## src/design/nees_pkg.sv

```systemverilog
// Shared types and codes for the network epidemic event step block.
// Used by nees_div and network_epidemic_event_step; no dependencies.
`default_nettype none

package nees_pkg;

  localparam int MAX_FARMS = 256;
  localparam int FARM_W    = 8;
  localparam int CNT_W     = 9;
  localparam int RATE_W    = 32;
  localparam int TOT_W     = 50;
  localparam int OTOT_W    = 48;
  localparam int DIVD_W    = 48;
  localparam int QUOT_W    = 16;

  localparam logic [1:0] KIND_EVENT   = 2'd0;
  localparam logic [1:0] KIND_SEED    = 2'd1;
  localparam logic [1:0] KIND_RESTART = 2'd2;

  localparam logic [2:0] EV_ADD     = 3'd0;
  localparam logic [2:0] EV_DROP    = 3'd1;
  localparam logic [2:0] EV_TRADE   = 3'd2;
  localparam logic [2:0] EV_RECOVER = 3'd3;
  localparam logic [2:0] EV_SEED    = 3'd4;
  localparam logic [2:0] EV_RESTART = 3'd5;
  localparam logic [2:0] EV_NONE    = 3'd6;

  localparam logic [2:0] REG_ADD     = 3'd0;
  localparam logic [2:0] REG_DROP    = 3'd1;
  localparam logic [2:0] REG_TRADE   = 3'd2;
  localparam logic [2:0] REG_RECOVER = 3'd3;
  localparam logic [2:0] REG_PROB    = 3'd4;
  localparam logic [2:0] REG_FARMS   = 3'd5;

  // per-farm record
  typedef struct packed {
    logic [CNT_W-1:0] pcnt;
    logic [CNT_W-1:0] npcnt;
    logic             inf;
    logic             idx;
    logic             rcv;
    logic [15:0]      icnt;
  } rec_t;

endpackage

`default_nettype wire

```

## src/design/nees_div.sv

```systemverilog
// Restoring divider, one quotient bit per cycle; quotient known to fit QUOT_W.
// Depends on nees_pkg.
`default_nettype none

module nees_div (
  input  wire logic                        clk,
  input  wire logic                        rst,
  input  wire logic                        start,
  input  wire logic [nees_pkg::DIVD_W-1:0] dividend,
  input  wire logic [nees_pkg::RATE_W-1:0] divisor,
  output logic                             busy,
  output logic [nees_pkg::QUOT_W-1:0]      quotient
);
  import nees_pkg::*;

  localparam int DV_W = RATE_W + QUOT_W - 1;
  localparam int ST_W = $clog2(QUOT_W);

  logic [DIVD_W-1:0] rem;
  logic [DV_W-1:0]   dv;
  logic [ST_W-1:0]   step;
  logic              fits;

  assign fits = rem >= DIVD_W'(dv);

  always_ff @(posedge clk) begin
    if (rst) begin
      busy <= 1'b0;
    end else if (start) begin
      rem      <= dividend;
      dv       <= {divisor, {(QUOT_W-1){1'b0}}};
      step     <= ST_W'(QUOT_W - 1);
      quotient <= '0;
      busy     <= 1'b1;
    end else if (busy) begin
      if (fits) begin
        rem            <= rem - DIVD_W'(dv);
        quotient[step] <= 1'b1;
      end
      dv <= dv >> 1;
      if (step == '0) begin
        busy <= 1'b0;
      end else begin
        step <= step - 1'b1;
      end
    end
  end

endmodule

`default_nettype wire

```

## config.mk

```make
export PLATFORM = sky130hd
export DESIGN_NAME = nees_div
export DESIGN_NICKNAME = d
export VERILOG_FILES = /design/src/design/nees_pkg.sv /design/src/design/nees_div.sv
export SDC_FILE = /design/constraint.sdc
export NUM_CORES = 1
export LEC_CHECK = 0
export BUFFER_PORTS_ARGS = -buffer_cell sky130_fd_sc_hd__buf_4
export CAP_MARGIN = 15
export CELL_PAD_IN_SITES_DETAIL_PLACEMENT = 2
export CELL_PAD_IN_SITES_GLOBAL_PLACEMENT = 2
export CORE_MARGIN = 2
export CORE_UTILIZATION = 30
export CTS_CLUSTER_DIAMETER = 120
export DETAILED_ROUTE_END_ITERATION = 12
export GPL_TIMING_DRIVEN = 0
export PLACE_DENSITY_LB_ADDON = 0.1
export SLEW_MARGIN = 20
export SYNTH_ARGS = -nofsm -noshare
export SYNTH_HDL_FRONTEND = slang
export SYNTH_SLANG_ARGS = --single-unit
```

## constraint.sdc

```tcl
create_clock -name clk -period 8 [get_ports clk]
set_input_delay 0.8 -clock clk [delete_from_list [all_inputs] [get_ports clk]]
set_output_delay 0.8 -clock clk [all_outputs]
set_load 0.1 [all_outputs]
```

# After elaboration in Yosys (flattened, before gate mapping)
# Index checks and enable logic that the tools add are counted.
# totals
word_cells	35
ff_bits	116
inputBits	83
out_inout_bits	17
# op_classes
n_eq_ne	1
add_sub_neg	2
n_reduce_logical	7
muxes	14
bitwise_logic	2
order_cmp	3
# ops
operator	count
two-way mux 48 bit	3
two-way mux 47 bit	2
>= comparator 48 x 47 -> 1 bit	1
subtractor 48 x 47 -> 48 bit	1
two-way mux 16 bit	2
bitwise OR 16 bit	1
two-way mux 4 bit	2
AND reduction 3 bit	2
less-than comparator 4 x 5 -> 1 bit (second input constant)	1
demux 1 bit (select 4 bit)	1
>= comparator 4 x 1 -> 1 bit (second input constant)	1
logical NOT 4 bit	1
two-way mux 1 bit	4
nonzero test 2 bit	2
subtractor 4 x 1 -> 4 bit (second input constant)	1
!= test 2 bit (second input constant)	1
AND reduction 2 bit	1
logical AND 1 bit	1
inverter 1 bit	1

# Logic depth before layout (Yosys ltp)
# Gate-level depths: netlist of the first run.
# depth
depth_word	7
mapped_depth	13
depth_no_buf	13

# Worst setup path after synthesis of the first run
# OpenSTA, ideal clock, no wires.
# synth_path
path_kind	reg-to-reg
from	reg dv[0]
to	reg quotient[0] (netlist name) (enable)
t_arrival_ns	5.411
path_stages_with_launch	13
path_slack_ns	2.082
period_less_slack_ns	5.918
required_ns	7.493
setup_time_ns	0.507
cell_sequence	edfxtp_1 ha_1 fa_1 nor2b_1 o21ai_1 a21boi_1 o31ai_2 nand4_1 a31oi_1 o21ai_2 a31o_2 o2111ai_1 a21oi_1
# synth_via
elab_chain_len	3
# synth_rtl
item	line	rtl
start, declared	nees_div.sv:20	logic [DV_W-1:0] dv;
start signal, assigned	nees_div.sv:31	dv <= {divisor, {(QUOT_W-1){1'b0}}};
start signal, assigned	nees_div.sv:40	dv <= dv >> 1;
>= comparator 48 x 47 -> 1 bit	nees_div.sv:24	assign fits = rem >= DIVD_W'(dv);
nonzero test 2 bit (no line)	n/a	
AND reduction 3 bit (no line)	n/a	
end signal, assigned	nees_div.sv:33	quotient <= '0;
end signal, assigned by index	nees_div.sv:38	quotient[step] <= 1'b1;
end, declared	nees_div.sv:12	output logic [nees_pkg::QUOT_W-1:0] quotient
# No other way between the ends.
# A chain may end at the register's enable or synchronous reset.

# Worst setup path after layout of the first run
# layout_path
from	reg dv[0]
to	reg rem[15] (enable)
# layout_via
elab_chain_len	3
# layout_rtl
item	line	rtl
>= comparator 48 x 47 -> 1 bit	nees_div.sv:24	
nonzero test 2 bit (no line)	n/a	
AND reduction 3 bit (no line)	n/a	
end signal, assigned	nees_div.sv:30	rem <= dividend;
end signal, assigned	nees_div.sv:37	rem <= rem - DIVD_W'(dv);
end, declared	nees_div.sv:19	logic [DIVD_W-1:0] rem;
# No other way between the ends.

==> impl_metrics.ini, run 1 <==
[logic_synthesis]
synth-seq-cells = 116
synthesis.area_mm2 = 0.00747
postSynthAreaPerCell_um2 = 9.29
syn_nets = 939
synth_edf_count = 115
seq_area_frac_synth_pct = 46.5
yosys_warnings = 0
async_flop_share_pct = 0
synth_cells = 804
synth-main-ff-cell = edfxtp_1
synth_cell_types = 61

[setup_path]
r2r_start = dv[0]$_SDFFCE_PP0P_
cp.arrival_ns = 4.47
cp-end-kind = register
required_ns = 8.13
path_class = register to register
critical_path.max_fanout = 17
crit_path_start = dv[0]$_SDFFCE_PP0P_
crit_path_start_kind = register

[final_layout]
area_growth_syn_to_layout_pct = 24.4
design_area_mm2 = 0.00928
antenna_cells = 0
final_nets = 1059
final-instance-count-excl-fill = 1261
fill_cells = 2733
drive_above_1_share_pct = 16.3

[clocking]
clk_pin_slew_ns = 0.07
postCtsSetupBuffers = 0
clockBufferDepth = 2
htreeDepth = 4
tritoncts = yes
postCtsResizedCells = 0
insertion_delay_ns = 0.44
root_buffer = clkbuf_16
cts_sinks = 116
cts_hold_buf = 0
numCtsBuffers = 17

[place]
placed_area_mm2 = 0.00870
placement.io_buffers = 98
place_congestion = 0.867
dp_hpwl_um = 18700
dp.cells = 1229

[worst_hold_path]
hold_start = dv[5]$_SDFFCE_PP0P_
hold_class = register to register

[sta]
min_period_ns = 4.33
tns_ns = 0
whs_ns = 0.575
finalHoldViolCount = 0
rsz0062_at_grt = no
worstMarginPinSlew_ns = 0.828
finalSetupViolCount = 0
max-slew-margin-rel_pct = 43.3
fin_crit_sh_pct = 54.1
drv_slew = 0
fmax_mhz = 231
fin_skew_ns = 0.0199

[routing]
routed_wirelength_um = 24700
drtIter0Drc = 253
vias = 6385
via_per_inst = 5.06
avgRoutedWirePerCell_um = 19.6
drc = 0
dr.pass1.iters = 4
postRouteAntennaNets = 0

[die]
die_area_mm2 = 0.0262
die_h_um = 162
die_w_um = 162
rows = 57
core_area_mm2 = 0.0244
io_pins = 100
start_util_pct = 30.6

[power_and_ir_drop]
p_per_area_mw_per_mm2 = 226
p_total_mw = 2.10
p_leak_nw = 3.83
peakVddDrop_mv = 0.127

[grt]
antenna_found_initial = 0
grt_pass1_vias = 7165
overflow = 0
grt_max_degree = 48
grt_usage_pct = 19.5
grt_pass1_wl_um = 39700

[run_status]
status = complete, no violations

[flow_run]
cap_violations = 0
[Yosys cell counts, types with 3 or more instances]
master       n  share of area (%)
o21bai_1     9               0.90
nor2_1      68                3.4
and3_1       5               0.42
o21ai_0     86                5.8
nor4_1       3               0.25
o21ai_1      4               0.27
and4_1       3               0.35
xnor2_1     19                2.2
a21boi_0     4               0.40
inv_1       71                3.6
a21oi_1     72                4.8
nand3_1      9               0.60
a2111oi_0    3               0.35
nand2_1    115                5.8
o21a_1       7               0.70
or2_2        3               0.25
a21o_1      16                1.6
ha_1        51                8.5
xor2_1      16                1.9
nor3_1      10               0.67
a31oi_1     12                1.0
and2_1       7               0.59
clkbuf_1    29                1.5
o31ai_1      7               0.70
buf_1        3               0.15
edfxtp_1   115                 46
a211oi_1     5               0.50
nand4_1      8               0.67
nor2b_1      5               0.42
[registers in the layout, summed over array words and instances, names as in the netlist]
| register | cells |
|---|---|
| quotient | 16 |
| rem | 48 |
| busy | 1 |
| dv | 47 |
| step | 4 |
[kinds of logic (layout without fill, tap and decap cells)]
kind of cell,after synthesis,count (layout),synth area share [%]
AOI/OAI and AO/OA,253,253,21.0
and+or+nand+nor,241,241,13.9
DFF,116,116,46.5
buffers and inverters,105,238,5.31
adders and majority gates,52,52,8.82
xor gates and xnor gates,35,35,4.11
muxes,2,2,0.285
[routing by layer]
metal | routed length, um | track usage, %
met2 | 12100 | 33.3
met5 | 0 | 0
met3 | 636 | 3.01
met1 | 11600 | 25.6
met4 | 388 | 5.83
[metrics by stage]
step	worst slack (ns)	util (%)
2_1_floorplan	2.08	-
3_3_place_gp	-0.670	35.3
3_5_place_dp	3.65	35.7
4_1_cts	3.59	38.1
5_1_grt	3.36	38.1
6_report	3.67	38.1
[power by group]
part | leakage [nW] | internal (mW) | total [mW] | switching (mW)
Sequential | 1.11 | 0.737 | 0.754 | 0.0174
Clock | 0.281 | 0.440 | 0.783 | 0.343
Combinational | 2.44 | 0.206 | 0.564 | 0.358
[critical path: stages (launching register included)]
cell and delay, ns:
edfxtp_1 0.37, ha_1 0.23, fa_1 0.41, nor2b_1 0.13
o21ai_1 0.09, a21boi_1 0.33, o31ai_2 0.16, nand4_1 0.18
a31oi_1 0.16, o21ai_2 0.34, a31o_2 0.32, o2111ai_1 0.21
a21oi_4 0.67, buf_16 0.25, buf_16 0.18
[area by class of cell]
type,instances,area [um2],share of cell area (%)
buffer,34,130,1.40
multi-input combinational,583,3610,38.9
clock inverter,15,155,1.67
timing repair buffer,101,818,8.81
inverter,71,269,2.90
tap,324,405,4.37
sequential,116,3470,37.4
clock buffer,17,425,4.58
[cell usage in the layout, fill, tap and decap left out, types with 10 or more instances in the layout]
master,instances
a31oi_1,12
clkbuf_16,17
xnor2_1,19
nor3_1,10
nor2_1,68
buf_4,98
a21o_1,16
clkbuf_1,29
nand2_1,115
a21oi_1,71
edfxtp_1,115
ha_1,51
o21ai_0,86
xor2_1,16
inv_1,70
[final timing paths]
kind	slack, ns	cells past startpoint	endpoint
worst max register to register	3.67	14	rem[15]$_DFFE_PP_
worst min register to register	0.58	2	dv[4]$_SDFFCE_PP0P_
worst min-delay path	0.58	2	dv[4]$_SDFFCE_PP0P_
worst max-delay path	3.67	14	rem[15]$_DFFE_PP_
Note: power is estimated with default switching activity, not from simulation.
==> inputs of run 2 (changes only) <==
Clock period 8 ns to 3.95 ns, I/O delays scaled along.
==> run 2 against run 1 <==
  * Largest cell class unchanged
  * Largest power group unchanged
  * First-iteration DRC count is 11% lower
  * Fmax is 17% higher
  * Clock skew down 0.0089 ns
  * Global-route usage grew 0.27 points
  * Clock power up 100%
  * Sequential share of layout area down 0.28 points
  * Critical endpoint is now rem[22]$_DFFE_PP_
  * Via count up 1.3%
  * Hold slack worse by 0.33 ns
  * Die area is the same
==> impl_metrics.ini, run 2 (synthesis gave the netlist of run 1 again) <==
[final_layout]
top_regs = rem: 48 flops, dv: 47 flops, quotient: 16 flops
final_cell_mix = nand2_1, edfxtp_1, buf_4, o21ai_0, a21oi_1
largest_reg_flops = 48
design_area_mm2 = 0.00935
final_nets = 1065
fill_cells = 2719
antenna_cells = 0
drive_above_1_share_pct = 17.1
largest-register = rem
area_growth_syn_to_layout_pct = 25.3

[routing]
wl_met3_um = 655
via_per_inst = 5.11
postRouteAntennaNets = 0
top_layer_used = met4
routed_wirelength_um = 24900
vias = 6469
routed-wl-met2_um = 12400
drc = 0
drtIter0Drc = 226
dr.pass1.iters = 4
avgRoutedWirePerCell_um = 19.6
drt-met1-wl_um = 11500

[place]
dp_hpwl_um = 18600
placed_area_mm2 = 0.00870
place_ws_ns = -0.171
placement.io_buffers = 98
place_congestion = 0.806

[sta]
min_period_ns = 3.69
fin_crit_sh_pct = 93.5
fin_skew_ns = 0.0110
finalSetupViolCount = 0
max-slew-margin-rel_pct = 40.9
worstMarginPinSlew_ns = 0.886
finalHoldViolCount = 0
rsz0062_at_grt = no
whs_ns = 0.245
fmax_mhz = 271
setup_slack_ns = 0.258
drv_slew = 0

[power_and_ir_drop]
peakVddDrop_mv = 0.245
p_per_area_mw_per_mm2 = 456
p_switching_mw = 1.45
internal_power_mw = 2.82
seq_power_share_pct = 35.9
pwr-share-comb_pct = 27.2
swShare_pct = 33.9
p_total_mw = 4.26
p_leak_nw = 3.87
power_frac_clock_pct = 36.9

[grt]
overflow = 0
grt_usage_pct = 19.8
grt_pass1_vias = 7336
grt_max_degree = 48
grt_pass1_wl_um = 40200
antenna_found_initial = 0

[clocking]
insertion_delay_ns = 0.43
clk_pin_slew_ns = 0.07
root_buffer = clkbuf_16
clockBufferDepth = 2
cts_sinks = 116
htreeDepth = 4
tritoncts = yes
numCtsBuffers = 17

[run_status]
status = complete, no violations

[setup_path]
path_buf_inv = 3
crit_path_start_kind = register
reg2reg_depth = 15
cpPeakStageDelay_ns = 0.37
path_cells = inv_1 -> ha_1 -> fa_1 -> nor2b_1 -> o21ai_1 -> a21boi_2 -> o31ai_2 -> nand4_1 -> a31oi_2 -> o21ai_2 -> a31o_2 -> o2111ai_1 -> a21oi_4 -> buf_12 -> buf_16
critical_path.max_fanout = 19
cp.arrival_ns = 3.87
crit_family = compound AO/OA/AOI/OAI gates
path_class = register to register
crit_cells = 15
required_ns = 4.13
cp-end-kind = register
cpMaxStageDelayCell = edfxtp_1

[die]
die_w_um = 162
core_area_mm2 = 0.0244
io_pins = 100
die_area_mm2 = 0.0262
start_util_pct = 30.6
rows = 57
die_h_um = 162

[flow_run]
cap_violations = 0

[worst_hold_path]
hold_depth = 3
hold_class = input port to register
==> run 2: cell count changes in the layout (fill, tap and decap cells not counted) <==
cell / before / now
a21boi_1: 1 / 0
a21boi_2: 0 / 1
a31oi_1: 12 / 11
a31oi_2: 0 / 1
buf_12: 0 / 1
buf_4: 98 / 103
inv_6: 8 / 7
inv_8: 2 / 3
==> run 2: final timing paths <==
path | from | end | slack (ns)
setup / recovery | rem[0]$_DFFE_PP_ | rem[22]$_DFFE_PP_ | 0.26
hold / removal | dividend[7] | rem[7]$_DFFE_PP_ | 0.25
hold reg to reg | quotient[12]$_SDFFCE_PP0P_ | quotient[12]$_SDFFCE_PP0P_ | 0.58
setup reg to reg | rem[0]$_DFFE_PP_ | rem[22]$_DFFE_PP_ | 0.26
==> run 2: worst reg2reg max path, cell delays in order, from the launching register on <==
cell	delay [ns]
edfxtp_1	0.37
inv_1	0.08
ha_1	0.21
fa_1	0.22
nor2b_1	0.05
o21ai_1	0.23
a21boi_2	0.13
o31ai_2	0.32
nand4_1	0.30
a31oi_2	0.31
o21ai_2	0.15
a31o_2	0.30
o2111ai_1	0.32
a21oi_4	0.10
buf_12	0.18
buf_16	0.16
==> run 2: cell type report <==
class | count | area, um2 | share of cell area (%)
Timing Repair Buffer | 107 | 876 | 9.36
Multi-Input combinational cell | 583 | 3620 | 38.7
Clock buffer | 17 | 425 | 4.55
Tap cell | 324 | 405 | 4.33
Clock inverter | 15 | 158 | 1.69
Buffer | 34 | 130 | 1.39
Inverter | 71 | 269 | 2.88
Sequential cell | 116 | 3470 | 37.1
==> run 2: through the flow <==
step           std cells  util [%]  setup TNS (ns)
6_report            1267      38.4               0
3_5_place_dp        1229      35.7           -8.82
2_1_floorplan        804         -               0
5_1_grt             1267      38.4               0
4_1_cts             1265      38.2               0
3_3_place_gp        1226      35.3          -76.46
==> run 2: power by group through the flow <==
stage               clock network (mW)  registers, mW  logic, mW
finish                            1.57           1.53       1.16
global route                      1.67           1.54       1.29
CTS                               1.62           1.53       1.16
detailed placement                   0           1.56       1.14
global placement                     0           1.55       1.08
floorplan                            0           1.63      0.700
==> run 2: metal layers <==
metal  GRT usage [%]  up-vias
met5               0        -
met4            5.79        0
met3            2.71       25
met2            35.0       93
met1            25.1     3223
li1                -     3128
==> run 2: repair_timing <==
action,in CTS,in global routing
hold buffers,0,0
buffers inserted,4,2
resized for setup,0,2
endpoints found under the setup margin,64,61
pin swaps,1,1
